--- src/rtl/ncd_pkg.sv ---
// Shared widths and command codes for the NTP clock discipline block.
package ncd_pkg;

  localparam int unsigned DVD_W = 96;
  localparam int unsigned DVS_W = 48;
  localparam int unsigned QUO_W = 57;
  localparam int unsigned MUL_A_W = 64;
  localparam int unsigned MUL_B_W = 32;

  typedef enum logic [2:0] {
    CMD_TICK   = 3'd0,
    CMD_OFFSET = 3'd1,
    CMD_SLEW   = 3'd2,
    CMD_FREQ   = 3'd3,
    CMD_MAXERR = 3'd4
  } cmd_t;

endpackage

--- src/rtl/ncd_div.sv ---
// Bit-serial restoring divider with quotient saturation at 2^56.
module ncd_div
  import ncd_pkg::*;
(
  input  logic             clk,
  input  logic             rst_n,
  input  logic             go,
  input  logic [DVD_W-1:0] dividend,
  input  logic [DVS_W-1:0] divisor,
  output logic             done,
  output logic [QUO_W-1:0] quot
);

  logic [DVD_W-1:0] dvd_r;
  logic [DVS_W-1:0] dvs_r;
  logic [DVS_W-1:0] rem_r;
  logic [QUO_W-1:0] q_r;
  logic             sat_r;
  logic [6:0]       cnt_r;
  logic             busy_r;
  logic             done_r;
  logic [DVS_W:0]   r2;
  logic             ge;
  logic [QUO_W-1:0] qsh;

  assign r2   = {rem_r, dvd_r[DVD_W-1]};
  assign ge   = r2 >= {1'b0, dvs_r};
  assign qsh  = {q_r[QUO_W-2:0], ge};
  assign done = done_r;
  assign quot = q_r;

  always_ff @(posedge clk) begin
    if (!rst_n) begin
      busy_r <= 1'b0;
      done_r <= 1'b0;
      cnt_r  <= '0;
    end else begin
      done_r <= 1'b0;
      if (go) begin
        busy_r <= 1'b1;
        cnt_r  <= 7'(DVD_W - 1);
      end else if (busy_r) begin
        cnt_r <= cnt_r - 7'd1;
        if (cnt_r == 7'd0) begin
          busy_r <= 1'b0;
          done_r <= 1'b1;
        end
      end
    end
  end

  // The quotient stops at 2^56 once it gets there.
  always_ff @(posedge clk) begin
    if (go) begin
      dvd_r <= dividend;
      dvs_r <= divisor;
      rem_r <= '0;
      q_r   <= '0;
      sat_r <= 1'b0;
    end else if (busy_r) begin
      dvd_r <= {dvd_r[DVD_W-2:0], 1'b0};
      rem_r <= ge ? DVS_W'(r2 - {1'b0, dvs_r}) : r2[DVS_W-1:0];
      if (!sat_r) begin
        if (qsh[QUO_W-1]) begin
          q_r   <= {1'b1, {(QUO_W-1){1'b0}}};
          sat_r <= 1'b1;
        end else begin
          q_r <= qsh;
        end
      end
    end
  end

endmodule

--- src/rtl/ncd_mul.sv ---
// Bit-serial shift-and-add multiplier, one multiplier bit per cycle.
module ncd_mul
  import ncd_pkg::*;
(
  input  logic                       clk,
  input  logic                       rst_n,
  input  logic                       go,
  input  logic [MUL_A_W-1:0]         a,
  input  logic [MUL_B_W-1:0]         b,
  output logic                       done,
  output logic [MUL_A_W+MUL_B_W-1:0] prod
);

  logic [MUL_A_W-1:0]         a_r;
  logic [MUL_A_W+MUL_B_W-1:0] prod_r;
  logic [4:0]                 cnt_r;
  logic                       busy_r;
  logic                       done_r;
  logic [MUL_A_W:0]           sum;

  assign sum  = {1'b0, prod_r[MUL_A_W+MUL_B_W-1:MUL_B_W]} +
                (prod_r[0] ? {1'b0, a_r} : '0);
  assign done = done_r;
  assign prod = prod_r;

  always_ff @(posedge clk) begin
    if (!rst_n) begin
      busy_r <= 1'b0;
      done_r <= 1'b0;
      cnt_r  <= '0;
    end else begin
      done_r <= 1'b0;
      if (go) begin
        busy_r <= 1'b1;
        cnt_r  <= 5'(MUL_B_W - 1);
      end else if (busy_r) begin
        cnt_r <= cnt_r - 5'd1;
        if (cnt_r == 5'd0) begin
          busy_r <= 1'b0;
          done_r <= 1'b1;
        end
      end
    end
  end

  always_ff @(posedge clk) begin
    if (go) begin
      a_r    <= a;
      prod_r <= {{MUL_A_W{1'b0}}, b};
    end else if (busy_r) begin
      prod_r <= {sum, prod_r[MUL_B_W-1:1]};
    end
  end

endmodule

--- src/rtl/ntp_clock_discipline.sv ---
// Top level of the NTP kernel-style clock discipline (PLL/FLL, slew, max error, leap).
//
// Items enter on the in_ stream: the command in in_tuser, the value and second of
// day in in_tdata. Every item gives exactly one result item on the out_ stream,
// which carries the whole discipline state after the item has been applied.
// Loop settings are written through the APB-style cfg_ port; the user must write
// them only while idle, as the block itself does not enforce it. The block works
// on one item at a time. A tick in PLL mode that reports the residual in microseconds
// goes through the 96-step serial divider for that report. An offset measurement in
// PLL mode makes up to two passes through the divider (FLL term, then PLL term) and
// a 32-step serial multiply before the PLL term's divide. Other commands use neither.
// The result sits in an output register, so a new item is taken while an
// earlier result waits; if the receiver stalls, the finished next result waits
// in the block and in_tready stays low until the output register frees up.
// Synchronous reset puts the state to its reset values: zero phase and
// frequency, max error at 16 s with unsync set, leap machine in its ok state.
module ntp_clock_discipline
  import ncd_pkg::*;
(
  input  logic         clk,
  input  logic         rst_n,
  input  logic         in_tvalid,
  output logic         in_tready,
  input  logic [55:0]  in_tdata,   // value[31:0], day_second[48:32], zero pad
  input  logic [2:0]   in_tuser,   // cmd[2:0]
  output logic         out_tvalid,
  input  logic         out_tready,
  output logic [199:0] out_tdata,  // freq_word[25:0], pll_slew[89:26], slew_us[99:90],
                                   // slew_remaining[131:100], offset_report[163:132],
                                   // max_error[187:164], unsync[188], fll_active[189],
                                   // leap_state[192:190], leap_step[194:193], zero pad
  input  logic         cfg_psel,
  input  logic         cfg_penable,
  input  logic         cfg_pwrite,
  input  logic [3:0]   cfg_paddr,
  input  logic [31:0]  cfg_pwdata,
  output logic [31:0]  cfg_prdata,
  output logic         cfg_pready
);

  typedef enum logic [2:0] {
    S_IDLE, S_EXEC, S_MEAS, S_FLLDIV, S_MUL, S_PLLDIV, S_REPDIV, S_OUT
  } st_t;

  typedef enum logic [2:0] {
    LP_OK = 3'd0, LP_INS = 3'd1, LP_DEL = 3'd2, LP_IN = 3'd3, LP_WAIT = 3'd4
  } leap_t;

  localparam logic [1:0]  REG_MODE = 2'd0;
  localparam logic [1:0]  REG_TC   = 2'd1;
  localparam logic [1:0]  REG_SHIFT = 2'd2;
  localparam logic [1:0]  REG_LEAP = 2'd3;
  localparam logic [63:0] I64_MAX  = 64'h7fff_ffff_ffff_ffff;
  localparam logic [63:0] I64_MIN  = 64'h8000_0000_0000_0000;
  localparam logic [25:0] FREQ_LIM = 26'd32768000;
  localparam logic [23:0] ERR_LIM  = 24'd16000000;
  localparam logic [9:0]  SLEW_LIM = 10'd500;
  localparam logic [16:0] DAY_SEC  = 17'd86400;
  localparam logic [1:0]  STEP_INS = 2'b11;
  localparam logic [1:0]  STEP_DEL = 2'b01;
  localparam logic [DVS_W-1:0] REP_DVS = DVS_W'(1000) << 32;

  // State and settings.
  st_t          st_r;
  leap_t        leap_r, leap_nxt;
  logic [5:0]   mode_r;
  logic [3:0]   tc_r;
  logic [2:0]   shift_r;
  logic [1:0]   leapreq_r;
  logic [2:0]   cmd_r;
  logic [31:0]  val_r;
  logic [16:0]  ds_r;
  logic [63:0]  phase_r;
  logic [25:0]  freq_r;
  logic [31:0]  ivl_r;
  logic [31:0]  pend_r, pend_nxt;
  logic [9:0]   snow_r, snow_nxt;
  logic [63:0]  sfrac_r;
  logic [23:0]  err_r, err_nxt;
  logic         unsync_r, unsync_nxt;
  logic         fll_r;
  logic [31:0]  offset_r;
  logic [31:0]  rem_r;
  logic [1:0]   step_r, step_nxt;
  logic [41:0]  ns_r;
  logic [47:0]  dfll_r;
  logic         nqneg_r;
  logic         fllneg_r;
  logic [QUO_W-1:0] fllq_r;
  logic         out_valid_r;
  logic [199:0] out_data_r;

  // Serial unit controls.
  logic             div_go_r, div_done;
  logic [DVD_W-1:0] div_dvd_r;
  logic [DVS_W-1:0] div_dvs_r;
  logic [QUO_W-1:0] div_q;
  logic             mul_go_r, mul_done;
  logic [MUL_A_W-1:0] mul_a_r;
  logic [MUL_B_W-1:0] mul_b_r;
  logic [MUL_A_W+MUL_B_W-1:0] mul_p;

  // Tick arithmetic.
  logic        ph_neg;
  logic [63:0] ph_mag, tk_m, tk_slew, tk_phase, tk_newmag;
  logic [4:0]  sh;
  logic [31:0] tk_ivl;
  logic [16:0] sod;
  logic        ins, del;
  logic [24:0] err_sum;

  // Measurement arithmetic.
  logic [63:0] nq, negold, a_sat, a_val, a_mag, nq_mag;
  logic [64:0] dsum;
  logic        fll_go;
  logic [31:0] lim, ivl_t, ivl_c;
  logic [5:0]  kexp;
  logic [59:0] fll_t, pll_t, f_t, tot, tmag;
  logic [43:0] tm;
  logic [25:0] freq_fin, freq_wr;
  logic [23:0] err_wr;
  logic        cfg_we;
  logic [31:0] remaining;

  function automatic logic [31:0] sat32(input logic neg, input logic [63:0] v);
    logic [31:0] r;
    if (neg) begin
      r = (v >= 64'h8000_0000) ? 32'h8000_0000 : (~v[31:0]) + 32'd1;
    end else begin
      r = (v >= 64'h7fff_ffff) ? 32'h7fff_ffff : v[31:0];
    end
    return r;
  endfunction

  ncd_div u_div (
    .clk      (clk),
    .rst_n    (rst_n),
    .go       (div_go_r),
    .dividend (div_dvd_r),
    .divisor  (div_dvs_r),
    .done     (div_done),
    .quot     (div_q)
  );

  ncd_mul u_mul (
    .clk   (clk),
    .rst_n (rst_n),
    .go    (mul_go_r),
    .a     (mul_a_r),
    .b     (mul_b_r),
    .done  (mul_done),
    .prod  (mul_p)
  );

  // The PLL slew is the residual shifted down by pll_shift plus time constant.
  assign sh        = {2'b00, shift_r} + {1'b0, tc_r};
  assign ph_neg    = phase_r[63];
  assign ph_mag    = ph_neg ? (~phase_r + 64'd1) : phase_r;
  assign tk_m      = ph_mag >> sh;
  assign tk_slew   = ph_neg ? (~tk_m + 64'd1) : tk_m;
  assign tk_phase  = phase_r - tk_slew;
  assign tk_newmag = ph_mag - tk_m;
  assign tk_ivl    = (&ivl_r) ? ivl_r : ivl_r + 32'd1;

  assign sod = (ds_r >= DAY_SEC) ? ds_r - DAY_SEC : ds_r;
  assign ins = leapreq_r[0];
  assign del = leapreq_r[1];

  // Single-shot correction is spread at most 500 us per second.
  always_comb begin
    if ($signed(pend_r) > $signed({22'd0, SLEW_LIM})) begin
      snow_nxt = SLEW_LIM;
      pend_nxt = pend_r - {22'd0, SLEW_LIM};
    end else if ($signed(pend_r) < -$signed({22'd0, SLEW_LIM})) begin
      snow_nxt = ~SLEW_LIM + 10'd1;
      pend_nxt = pend_r + {22'd0, SLEW_LIM};
    end else begin
      snow_nxt = pend_r[9:0];
      pend_nxt = '0;
    end
  end

  // Max error grows by 500 us a second; reaching the limit marks unsync.
  assign err_sum = {1'b0, err_r} + 25'd500;
  always_comb begin
    if (err_sum >= {1'b0, ERR_LIM}) begin
      err_nxt    = ERR_LIM;
      unsync_nxt = 1'b1;
    end else begin
      err_nxt    = err_sum[23:0];
      unsync_nxt = unsync_r;
    end
  end

  // Leap machine: insert steps back at midnight, delete steps forward a second early.
  always_comb begin
    leap_nxt = leap_r;
    step_nxt = 2'b00;
    case (leap_r)
      LP_OK: begin
        if (ins) leap_nxt = LP_INS;
        else if (del) leap_nxt = LP_DEL;
      end
      LP_INS: begin
        if (sod <= 17'd1) begin
          step_nxt = STEP_INS;
          leap_nxt = LP_IN;
        end else if (!ins) begin
          leap_nxt = LP_OK;
        end
      end
      LP_DEL: begin
        if (sod == DAY_SEC - 17'd1 || sod == 17'd0) begin
          step_nxt = STEP_DEL;
          leap_nxt = LP_WAIT;
        end else if (!del) begin
          leap_nxt = LP_OK;
        end
      end
      LP_IN: leap_nxt = LP_WAIT;
      default: begin
        if (!ins && !del) leap_nxt = LP_OK;
      end
    endcase
  end

  // New phase in Q32.32 ns: a microsecond offset saturates once scaled to ns.
  always_comb begin
    if (mode_r[2]) begin
      nq = {val_r, 32'd0};
    end else if ($signed(ns_r) >= 42'sd2147483648) begin
      nq = I64_MAX;
    end else if ($signed(ns_r) < -42'sd2147483648) begin
      nq = I64_MIN;
    end else begin
      nq = {ns_r[31:0], 32'd0};
    end
  end

  assign negold = (phase_r == I64_MIN) ? I64_MAX : ~phase_r + 64'd1;
  assign dsum   = {nq[63], nq} + {negold[63], negold};
  assign a_sat  = (dsum[64] != dsum[63]) ? (dsum[64] ? I64_MIN : I64_MAX) : dsum[63:0];
  assign a_val  = mode_r[4] ? a_sat : nq;
  assign a_mag  = a_val[63] ? ~a_val + 64'd1 : a_val;
  assign nq_mag = nq[63] ? ~nq + 64'd1 : nq;
  assign fll_go = (phase_r != 64'd0) && (ivl_r >= 32'd256) &&
                  (mode_r[1] || ivl_r > 32'd2048);

  assign lim   = 32'd1 << (sh + 5'd1);
  assign ivl_t = (ivl_r > 32'd2048) ? 32'd2048 : ivl_r;
  assign ivl_c = !mode_r[5] ? ivl_r : ((ivl_t > lim) ? lim : ivl_t);
  assign kexp  = {sh, 1'b0} + 6'd4;

  // Frequency update in Q16 of the frequency word.
  assign fll_t = fllneg_r ? ~{3'd0, fllq_r} + 60'd1 : {3'd0, fllq_r};
  assign pll_t = nqneg_r ? ~{3'd0, div_q} + 60'd1 : {3'd0, div_q};
  assign f_t   = {{18{freq_r[25]}}, freq_r, 16'd0};
  assign tot   = f_t + fll_t + pll_t;
  assign tmag  = tot[59] ? ~tot + 60'd1 : tot;
  assign tm    = tmag[59:16];
  always_comb begin
    if (tm > {18'd0, FREQ_LIM}) begin
      freq_fin = tot[59] ? ~FREQ_LIM + 26'd1 : FREQ_LIM;
    end else begin
      freq_fin = tot[59] ? ~tm[25:0] + 26'd1 : tm[25:0];
    end
  end

  always_comb begin
    if ($signed(val_r) > $signed({6'd0, FREQ_LIM})) begin
      freq_wr = FREQ_LIM;
    end else if ($signed(val_r) < -$signed({6'd0, FREQ_LIM})) begin
      freq_wr = ~FREQ_LIM + 26'd1;
    end else begin
      freq_wr = val_r[25:0];
    end
  end

  always_comb begin
    if (val_r[31]) begin
      err_wr = '0;
    end else if (val_r > {8'd0, ERR_LIM}) begin
      err_wr = ERR_LIM;
    end else begin
      err_wr = val_r[23:0];
    end
  end

  assign remaining = (cmd_r == CMD_SLEW) ? rem_r : pend_r;
  assign cfg_we    = cfg_psel & cfg_penable & cfg_pwrite;
  assign cfg_pready = 1'b1;
  assign in_tready  = (st_r == S_IDLE);
  assign out_tvalid = out_valid_r;
  assign out_tdata  = out_data_r;

  always_comb begin
    case (cfg_paddr[3:2])
      REG_MODE:  cfg_prdata = {26'd0, mode_r};
      REG_TC:    cfg_prdata = {28'd0, tc_r};
      REG_SHIFT: cfg_prdata = {29'd0, shift_r};
      REG_LEAP:  cfg_prdata = {30'd0, leapreq_r};
      default:   cfg_prdata = '0;
    endcase
  end

  always_ff @(posedge clk) begin
    if (!rst_n) begin
      st_r        <= S_IDLE;
      mode_r      <= '0;
      tc_r        <= '0;
      shift_r     <= 3'd2;
      leapreq_r   <= '0;
      phase_r     <= '0;
      freq_r      <= '0;
      ivl_r       <= '0;
      pend_r      <= '0;
      snow_r      <= '0;
      sfrac_r     <= '0;
      err_r       <= ERR_LIM;
      unsync_r    <= 1'b1;
      fll_r       <= 1'b0;
      leap_r      <= LP_OK;
      offset_r    <= '0;
      step_r      <= '0;
      out_valid_r <= 1'b0;
      div_go_r    <= 1'b0;
      mul_go_r    <= 1'b0;
    end else begin
      div_go_r <= 1'b0;
      mul_go_r <= 1'b0;
      if (out_valid_r && out_tready) out_valid_r <= 1'b0;

      if (cfg_we) begin
        case (cfg_paddr[3:2])
          REG_MODE: begin
            if (cfg_pwdata[0] && !mode_r[0]) ivl_r <= '0;
            mode_r <= cfg_pwdata[5:0];
          end
          REG_TC:    tc_r <= (cfg_pwdata[3:0] > 4'd10) ? 4'd10 : cfg_pwdata[3:0];
          REG_SHIFT: shift_r <= cfg_pwdata[2:0];
          REG_LEAP:  leapreq_r <= cfg_pwdata[1:0];
          default: ;
        endcase
      end

      case (st_r)
        S_IDLE: begin
          if (in_tvalid) begin
            cmd_r <= in_tuser;
            val_r <= in_tdata[31:0];
            ds_r  <= in_tdata[48:32];
            st_r  <= S_EXEC;
          end
        end
        S_EXEC: begin
          step_r <= 2'b00;
          st_r   <= S_OUT;
          case (cmd_r)
            CMD_TICK: begin
              if (mode_r[0]) begin
                ivl_r   <= tk_ivl;
                sfrac_r <= tk_slew;
                phase_r <= tk_phase;
                if (mode_r[2]) begin
                  offset_r <= sat32(tk_phase[63], {32'd0, tk_newmag[63:32]});
                end else begin
                  div_dvd_r <= {32'd0, tk_newmag};
                  div_dvs_r <= REP_DVS;
                  div_go_r  <= 1'b1;
                  nqneg_r   <= tk_phase[63];
                  st_r      <= S_REPDIV;
                end
              end
              snow_r   <= snow_nxt;
              pend_r   <= pend_nxt;
              err_r    <= err_nxt;
              unsync_r <= unsync_nxt;
              leap_r   <= leap_nxt;
              step_r   <= step_nxt;
            end
            CMD_OFFSET: begin
              ns_r   <= 42'($signed({{10{val_r[31]}}, val_r}) * 42'sd1000);
              dfll_r <= 48'(ivl_r) * 48'd4000;
              if (mode_r[3]) begin
                ivl_r  <= '0;
                dfll_r <= '0;
              end
              st_r <= S_MEAS;
            end
            CMD_SLEW: begin
              rem_r  <= pend_r;
              pend_r <= val_r;
            end
            CMD_FREQ:   freq_r <= freq_wr;
            CMD_MAXERR: err_r <= err_wr;
            default: ;
          endcase
        end
        S_MEAS: begin
          phase_r  <= nq;
          offset_r <= val_r;
          if (!mode_r[0]) begin
            st_r <= S_OUT;
          end else begin
            fll_r   <= fll_go;
            nqneg_r <= nq[63];
            ivl_r   <= ivl_c;
            mul_a_r <= nq_mag;
            mul_b_r <= ivl_c;
            if (fll_go) begin
              fllneg_r  <= a_val[63];
              div_dvd_r <= {32'd0, a_mag};
              div_dvs_r <= dfll_r;
              div_go_r  <= 1'b1;
              st_r      <= S_FLLDIV;
            end else begin
              fllq_r   <= '0;
              fllneg_r <= 1'b0;
              mul_go_r <= 1'b1;
              st_r     <= S_MUL;
            end
          end
        end
        S_FLLDIV: begin
          if (div_done) begin
            fllq_r   <= div_q;
            mul_go_r <= 1'b1;
            st_r     <= S_MUL;
          end
        end
        S_MUL: begin
          if (mul_done) begin
            div_dvd_r <= mul_p;
            div_dvs_r <= DVS_W'(1000) << kexp;
            div_go_r  <= 1'b1;
            st_r      <= S_PLLDIV;
          end
        end
        S_PLLDIV: begin
          if (div_done) begin
            freq_r <= freq_fin;
            ivl_r  <= '0;
            st_r   <= S_OUT;
          end
        end
        S_REPDIV: begin
          if (div_done) begin
            offset_r <= sat32(nqneg_r, {7'd0, div_q});
            st_r     <= S_OUT;
          end
        end
        S_OUT: begin
          if (!out_valid_r || out_tready) begin
            out_valid_r <= 1'b1;
            out_data_r  <= {5'd0, step_r, leap_r, fll_r, unsync_r, err_r, offset_r,
                            remaining, snow_r, sfrac_r, freq_r};
            st_r        <= S_IDLE;
          end
        end
        default: st_r <= S_IDLE;
      endcase
    end
  end

  // The frequency word never leaves its clamp range.
  a_freq_range: assert property (@(posedge clk) disable iff (!rst_n)
    ($signed(freq_r) <= $signed(FREQ_LIM)) && ($signed(freq_r) >= -$signed(FREQ_LIM)))
    else $error("frequency word outside its limits");

  // Once unsynchronised, only reset clears the flag.
  a_unsync_sticky: assert property (@(posedge clk) disable iff (!rst_n)
    unsync_r |=> unsync_r)
    else $error("unsync flag cleared without reset");

  // Max error stays within 16 s.
  a_err_range: assert property (@(posedge clk) disable iff (!rst_n)
    err_r <= ERR_LIM)
    else $error("max error above its limit");

  // The per-second slew never exceeds 500 us either way.
  a_slew_range: assert property (@(posedge clk) disable iff (!rst_n)
    ($signed(snow_r) <= $signed(SLEW_LIM)) && ($signed(snow_r) >= -$signed(SLEW_LIM)))
    else $error("slew step above 500 us");

endmodule

--- config.mk ---
export PLATFORM = sky130hd
export DESIGN_NAME = ntp_clock_discipline
export DESIGN_NICKNAME = d
export VERILOG_FILES = /design/src/rtl/ncd_pkg.sv /design/src/rtl/ncd_div.sv /design/src/rtl/ncd_mul.sv /design/src/rtl/ntp_clock_discipline.sv
export SDC_FILE = /design/constraint.sdc
export NUM_CORES = 2
export LEC_CHECK = 0
export ABC_CLOCK_PERIOD_IN_PS = 24700
export BUFFER_PORTS_ARGS = -buffer_cell sky130_fd_sc_hd__buf_2
export CAP_MARGIN = 10
export CORE_MARGIN = 3
export CORE_UTILIZATION = 50
export DETAILED_ROUTE_END_ITERATION = 10
export HOLD_SLACK_MARGIN = 0.15
export PLACE_DENSITY_LB_ADDON = 0.05
export SYNTH_ARGS = -nofsm -noshare
export SYNTH_HDL_FRONTEND = slang
export SYNTH_SLANG_ARGS = --single-unit
--- constraint.sdc ---
create_clock -name clk -period 24.7 [get_ports clk]
set_clock_uncertainty 0.2 [all_clocks]
set_input_delay 7.41 -clock clk [delete_from_list [all_inputs] [get_ports clk]]
set_output_delay 7.41 -clock clk [all_outputs]
set_load 0.02 [all_outputs]
# --- Yosys cells after proc, flatten, opt, wreduce, memory -nomap -nowiden ---
# Cells that the tools add are included.
classes:
  n_eq_ne: 39
  mux: 143
  mul: 2
  shift: 3
  add_sub_neg: 27
  n_reduce_logical: 58
  order_cmp: 20
  div_mod_pow: 0
  n_bitwise: 16
ops:
  columns: ["operator", "count"]
  rows:
  - ["2-to-1 mux 32 bit", 26]
  - ["2-to-1 mux 64 bit", 13]
  - ["2-to-1 mux 96 bit", 8]
  - ["2-to-1 mux 48 bit", 7]
  - ["one-hot mux 96 bit (3 select lines)", 1]
  - ["adder 64 x 1 -> 64 bit (second input constant)", 4]
  - ["inverter 64 bit", 4]
  - ["2-to-1 mux 57 bit", 4]
  - ["one-hot mux 32 bit (3 select lines)", 2]
  - ["2-to-1 mux 26 bit", 7]
  - ["adder 60 x 1 -> 60 bit (second input constant)", 3]
  - ["2-to-1 mux 60 bit", 3]
  - ["one-hot mux 48 bit (3 select lines)", 1]
  - ["adder 64 x 64 -> 65 bit", 2]
  - ["one-hot mux 32 bit (2 select lines)", 2]
  - ["one-hot mux 32 bit (4 select lines)", 1]
  - ["one-hot mux 64 bit (2 select lines)", 1]
  - ["subtractor 64 bit", 2]
  - ["adder 60 bit", 2]
  - ["inverter 57 -> 60 bit", 2]
  - ["one-hot mux 57 bit (2 select lines)", 1]
  - ["adder 32 x 1 -> 32 bit (second input constant)", 3]
  - ["2-to-1 mux 24 bit", 3]
  - ["equality test 64 bit (second input constant)", 1]
  - ["other kinds (89)", 205]
totals:
  ram_bits: 0
  rom_bits: 0
  out_inout_bits: 235
  latchBits: 0
  ff_bits: 1401
  memories: 0

# --- Longest topological paths before layout ---
logic_depth:
  depth_word: 14
  depth_mapped: 45

# --- Hierarchy ---
# Synthesis repeated with hierarchy kept, for this count alone.
hier_totals:
  cells_unflattened: 12670
  area_unflattened_um2: 110717.4
by_module_without_submodules:
  columns: ["mod", "instances", "cells_each", "seq_area_each_um2", "area_per_inst_um2"]
  rows:
  - ["ntp_clock_discipline", 1, 10410, 24873.9, 87740.4]
  - ["ncd_div", 1, 1269, 6626.4, 13128.8]
  - ["ncd_mul", 1, 991, 4304.1, 9848.2]

# --- Least setup slack after synthesis ---
# No wires, ideal clock.
synth_path:
  kind: "input-to-reg"
  start: "input port rst_n"
  end: "register out_data_r[0], in the netlist out_tdata[0] (enable)"
  setup_ns: 0.986
  setup_slack_ns: 2.657
  stages: 3
  t_arrival_ns: 20.856
  cell_sequence: "clkbuf_1 > nand2_1 > nor3_1"
synth_between:
  elab_chain_cells: 1
synth_rtl:
  columns: ["element", "line", "rtl"]
  rows:
  - ["start: declaration", "ntp_clock_discipline.sv:21", "input logic rst_n,"]
  - ["AND reduction 3 bit (no line)", null, null]
  - ["end signal: assignment", "ntp_clock_discipline.sv:455", "out_data_r <= {5'd0, step_r, leap_r, fll_r, unsync_r, err_r, offset_r,"]
  - ["end: declaration", "ntp_clock_discipline.sv:91", "logic [199:0] out_data_r;"]
# Every way passes these cells.
# A chain may end at the register's enable or synchronous reset.

# --- Final worst setup path ---
layout_path:
  start: "input port cfg_paddr[2]"
  end: "output port cfg_prdata[1]"
layout_between:
  elab_chain_cells: 2
  elab_cells_between_ends: 5
  cone_classes: "eq/ne: 3; mux: 1; reduce/logical: 1"
layout_rtl:
  columns: ["element", "line", "rtl"]
  rows:
  - ["start: declaration", "ntp_clock_discipline.sv:35", "input logic [3:0] cfg_paddr,"]
  - ["equality test 2 bit, or another cell as far along", "ntp_clock_discipline.sv:297", "case (cfg_paddr[3:2])"]
  - ["one-hot mux 32 bit (4 select lines) (*)", "ntp_clock_discipline.sv:297", null]
  - ["end: declaration", "ntp_clock_discipline.sv:37", "output logic [31:0] cfg_prdata,"]
# Every way passes the cells marked *; elsewhere a longest branch is shown, timed or not. The select of a mux whose other input is x is not followed.

==> run_results.csv <==
group,metric,value,unit
run_status,outcome,"finished clean",
sta,setup_ws,8530,ps
logic_synthesis,syn_area_per_cell,8.71,um2
placement,post-place-ws,8530,ps
floorplan,start_util,50.4,%
setup_path,cp-start-kind,"input port",
global_routing,grt_util_all_layers,37.9,%
layout,layout-drive-gt1-share,9.63,%
route,drt_pass1_iterations,7,
setup_path,critPathMaxFanout,11,
floorplan,die_x,471,um
logic_synthesis,synth_cells,12400,
sta,fin_crit_sh,65.5,%
logic_synthesis,yosys-top-cells-area,"edfxtp_1 23%, dfxtp_1 9.2%, ha_1 7.9%",
sta,hold_viol_final,0,
floorplan,fp-row-count,170,
route,antenna_left,0,
sta,rsz0062_at_grt,"no",
clock_tree,clk_pin_slew,60,ps
floorplan,core,215000,um2
setup_path,critical_path_class,"input port to primary output",
logic_synthesis,synth_edf_count,827,
logic_synthesis,async_flop_share,0,%
logic_synthesis,synth_top_area_share,23.0,%
global_routing,grt_max_degree,114,
setup_path,worst_ep_required_time,17090,ps
floorplan,die_area,222000,um2
sta,fin_crit,16170,ps
placement,hpwl,336000,um
clock_tree,clock_latency,850,ps
placement,routabilityCongestion,1.05,
job,cap_violations,0,
setup_path,worstPathArrival,8560,ps
route,drc,0,
global_routing,first_global_vias,94700,
sta,finalSetupTns,0,ps
clock_tree,cts_buffers,149,
logic_synthesis,synth_area,108000,um2
route,vias_per_cell,6.61,
setup_path,worstSetupEndpointType,"primary output",
route,drt_wl_total,437000,um
floorplan,dieHeight,471,um
sta,relSlewSlack,2.69,%
sta,max_freq,0.0618,GHz
logic_synthesis,yosys.area.top_type,"edfxtp_1",
placement,numPortBuffers,268,
route,vias,101000,
logic_synthesis,synth_cell_types,122,
clock_tree,cts_sinks,1324,
sta,worst_pin_slew,1460,ps
clock_tree,cts-root-buf,"clkbuf_16",
clock_tree,postCtsHoldBufs,0,
clock_tree,cts_tree,"yes",
clock_tree,ctsResizeCount,0,
floorplan,io-pin-count,337,
global_routing,antenna_found_initial,27,
sta,finalSetupViolations,0,
layout,syn2layout_area_growth,8.76,%
clock_tree,post-cts-setup-buffer-count,0,
logic_synthesis,yosysWarnings,0,
clock_tree,htree_levels,4,
clock_tree,clockBufferDepth,3,
logic_synthesis,synth_ff_type,"edfxtp_1",
route,drt-initial-drc-count,12300,
global_routing,grt_pass1_wl,634000,um
global_routing,grt_overflow,0,
layout,n_fill_cell,19700,
route,wl_per_cell,28.5,um
layout,fin_nets,13400,
logic_synthesis,yosys_register_bits,1324,
sta,final-max-slew-violation-count,0,
logic_synthesis,synth.yosys.seq_area_share,32.2,%
layout,final_cell_mix,"1102 x nand2_1, 1079 x nor2_1, 971 x a21oi_1",
min_path,hold_path_class,"flip-flop to flip-flop",
layout,layout_commonest_cell,"nand2_1",
cells in the mapped netlist, drive strengths merged (88+ instances only):
library cell,instances
o31ai,105
a31oi,144
dfxtp,497
or3,113
fa,289
nor2b,88
nor3,315
xor2,300
mux2,147
or2,93
a211oi,234
and3,171
nor4,123
mux2i,116
a21o,257
inv,526
nand4,147
edfxtp,827
clkbuf,644
nor2,1100
xnor2,443
nand3,304
and2,193
buf,130
ha,681
nand2,1104
nand2b,144
a21oi,974
o21ai,823
o211ai,97
cell type report:
type,count,area [um2],area share (%)
tap,2838,3550,3.02
sequential,1324,34800,29.6
antenna,13,32.5,0.0277
clock buffer,190,4050,3.44
multi-input combinational,9825,68800,58.5
inverter,532,2010,1.71
clock inverter,87,1020,0.866
timing repair buffer,537,3410,2.90
critical path, stage by stage:
cell and delay [ps]:
buf_2 330, mux4_2 590, buf_2 210
per-layer routing:
metal	up-vias	track usage (%)	wire length (um)
met5	-	0.260	168
met4	16	17.6	23700
met3	889	9.02	44300
met2	5278	55.8	185000
met1	49600	52.4	184000
li1	45600	-	-
flip-flops by register name, indices dropped and copies added (netlist names), 39 cells and up:
signal	flops
u_div.dvs_r	44
phase_r	64
out_tdata	194
u_div.quot	57
div_dvd_r	96
fllq_r	57
div_dvs_r	44
u_mul.prod	96
dfll_r	39
sfrac_r	64
u_div.rem_r	48
u_div.dvd_r	96
ns_r	39
through the flow:
step / hold slack, ps / util [%] / instances / cell area [um2]
finish: 188 / 54.8 / 15300 / 118000
detailed placement: 205 / 52.4 / 15100 / 113000
global route: 212 / 54.8 / 15300 / 118000
floorplan: 200 / - / 12500 / 108000
CTS: 192 / 54.7 / 15300 / 118000
global placement: 201 / 52.4 / 15100 / 113000
cell families (layout without fill, tap and decap cells):
kind of cell / Yosys count / in the layout / synth area share, %
flip-flops: 1324 / 1324 / 32.2
AO/OA/AOI/OAI: 3652 / 3652 / 22.2
buffers and inverters: 1306 / 1346 / 4.69
adder cells (fa/ha/maj): 973 / 973 / 13.3
multiplexers: 275 / 275 / 2.85
XOR/XNOR: 744 / 744 / 6.06
other: 2 / 46 / 0.00694
AND/OR/NAND/NOR: 4148 / 4148 / 18.8
path summary, 6_finish.rpt:
kind | from | to | slack [ps] | cells after the start
setup / recovery | cfg_paddr[2] | cfg_prdata[1] | 8530 | 3
hold reg to reg | div_dvs_r[22] | u_div.dvs_r[22] | 190 | 0
hold / removal | div_dvs_r[22] | u_div.dvs_r[22] | 190 | 0
setup reg to reg | shift_r[0] | offset_r[26] | 10000 | 36
Power is not shown: default switching activity piles up to over one toggle a cycle in this logic, so the estimate is an artifact.
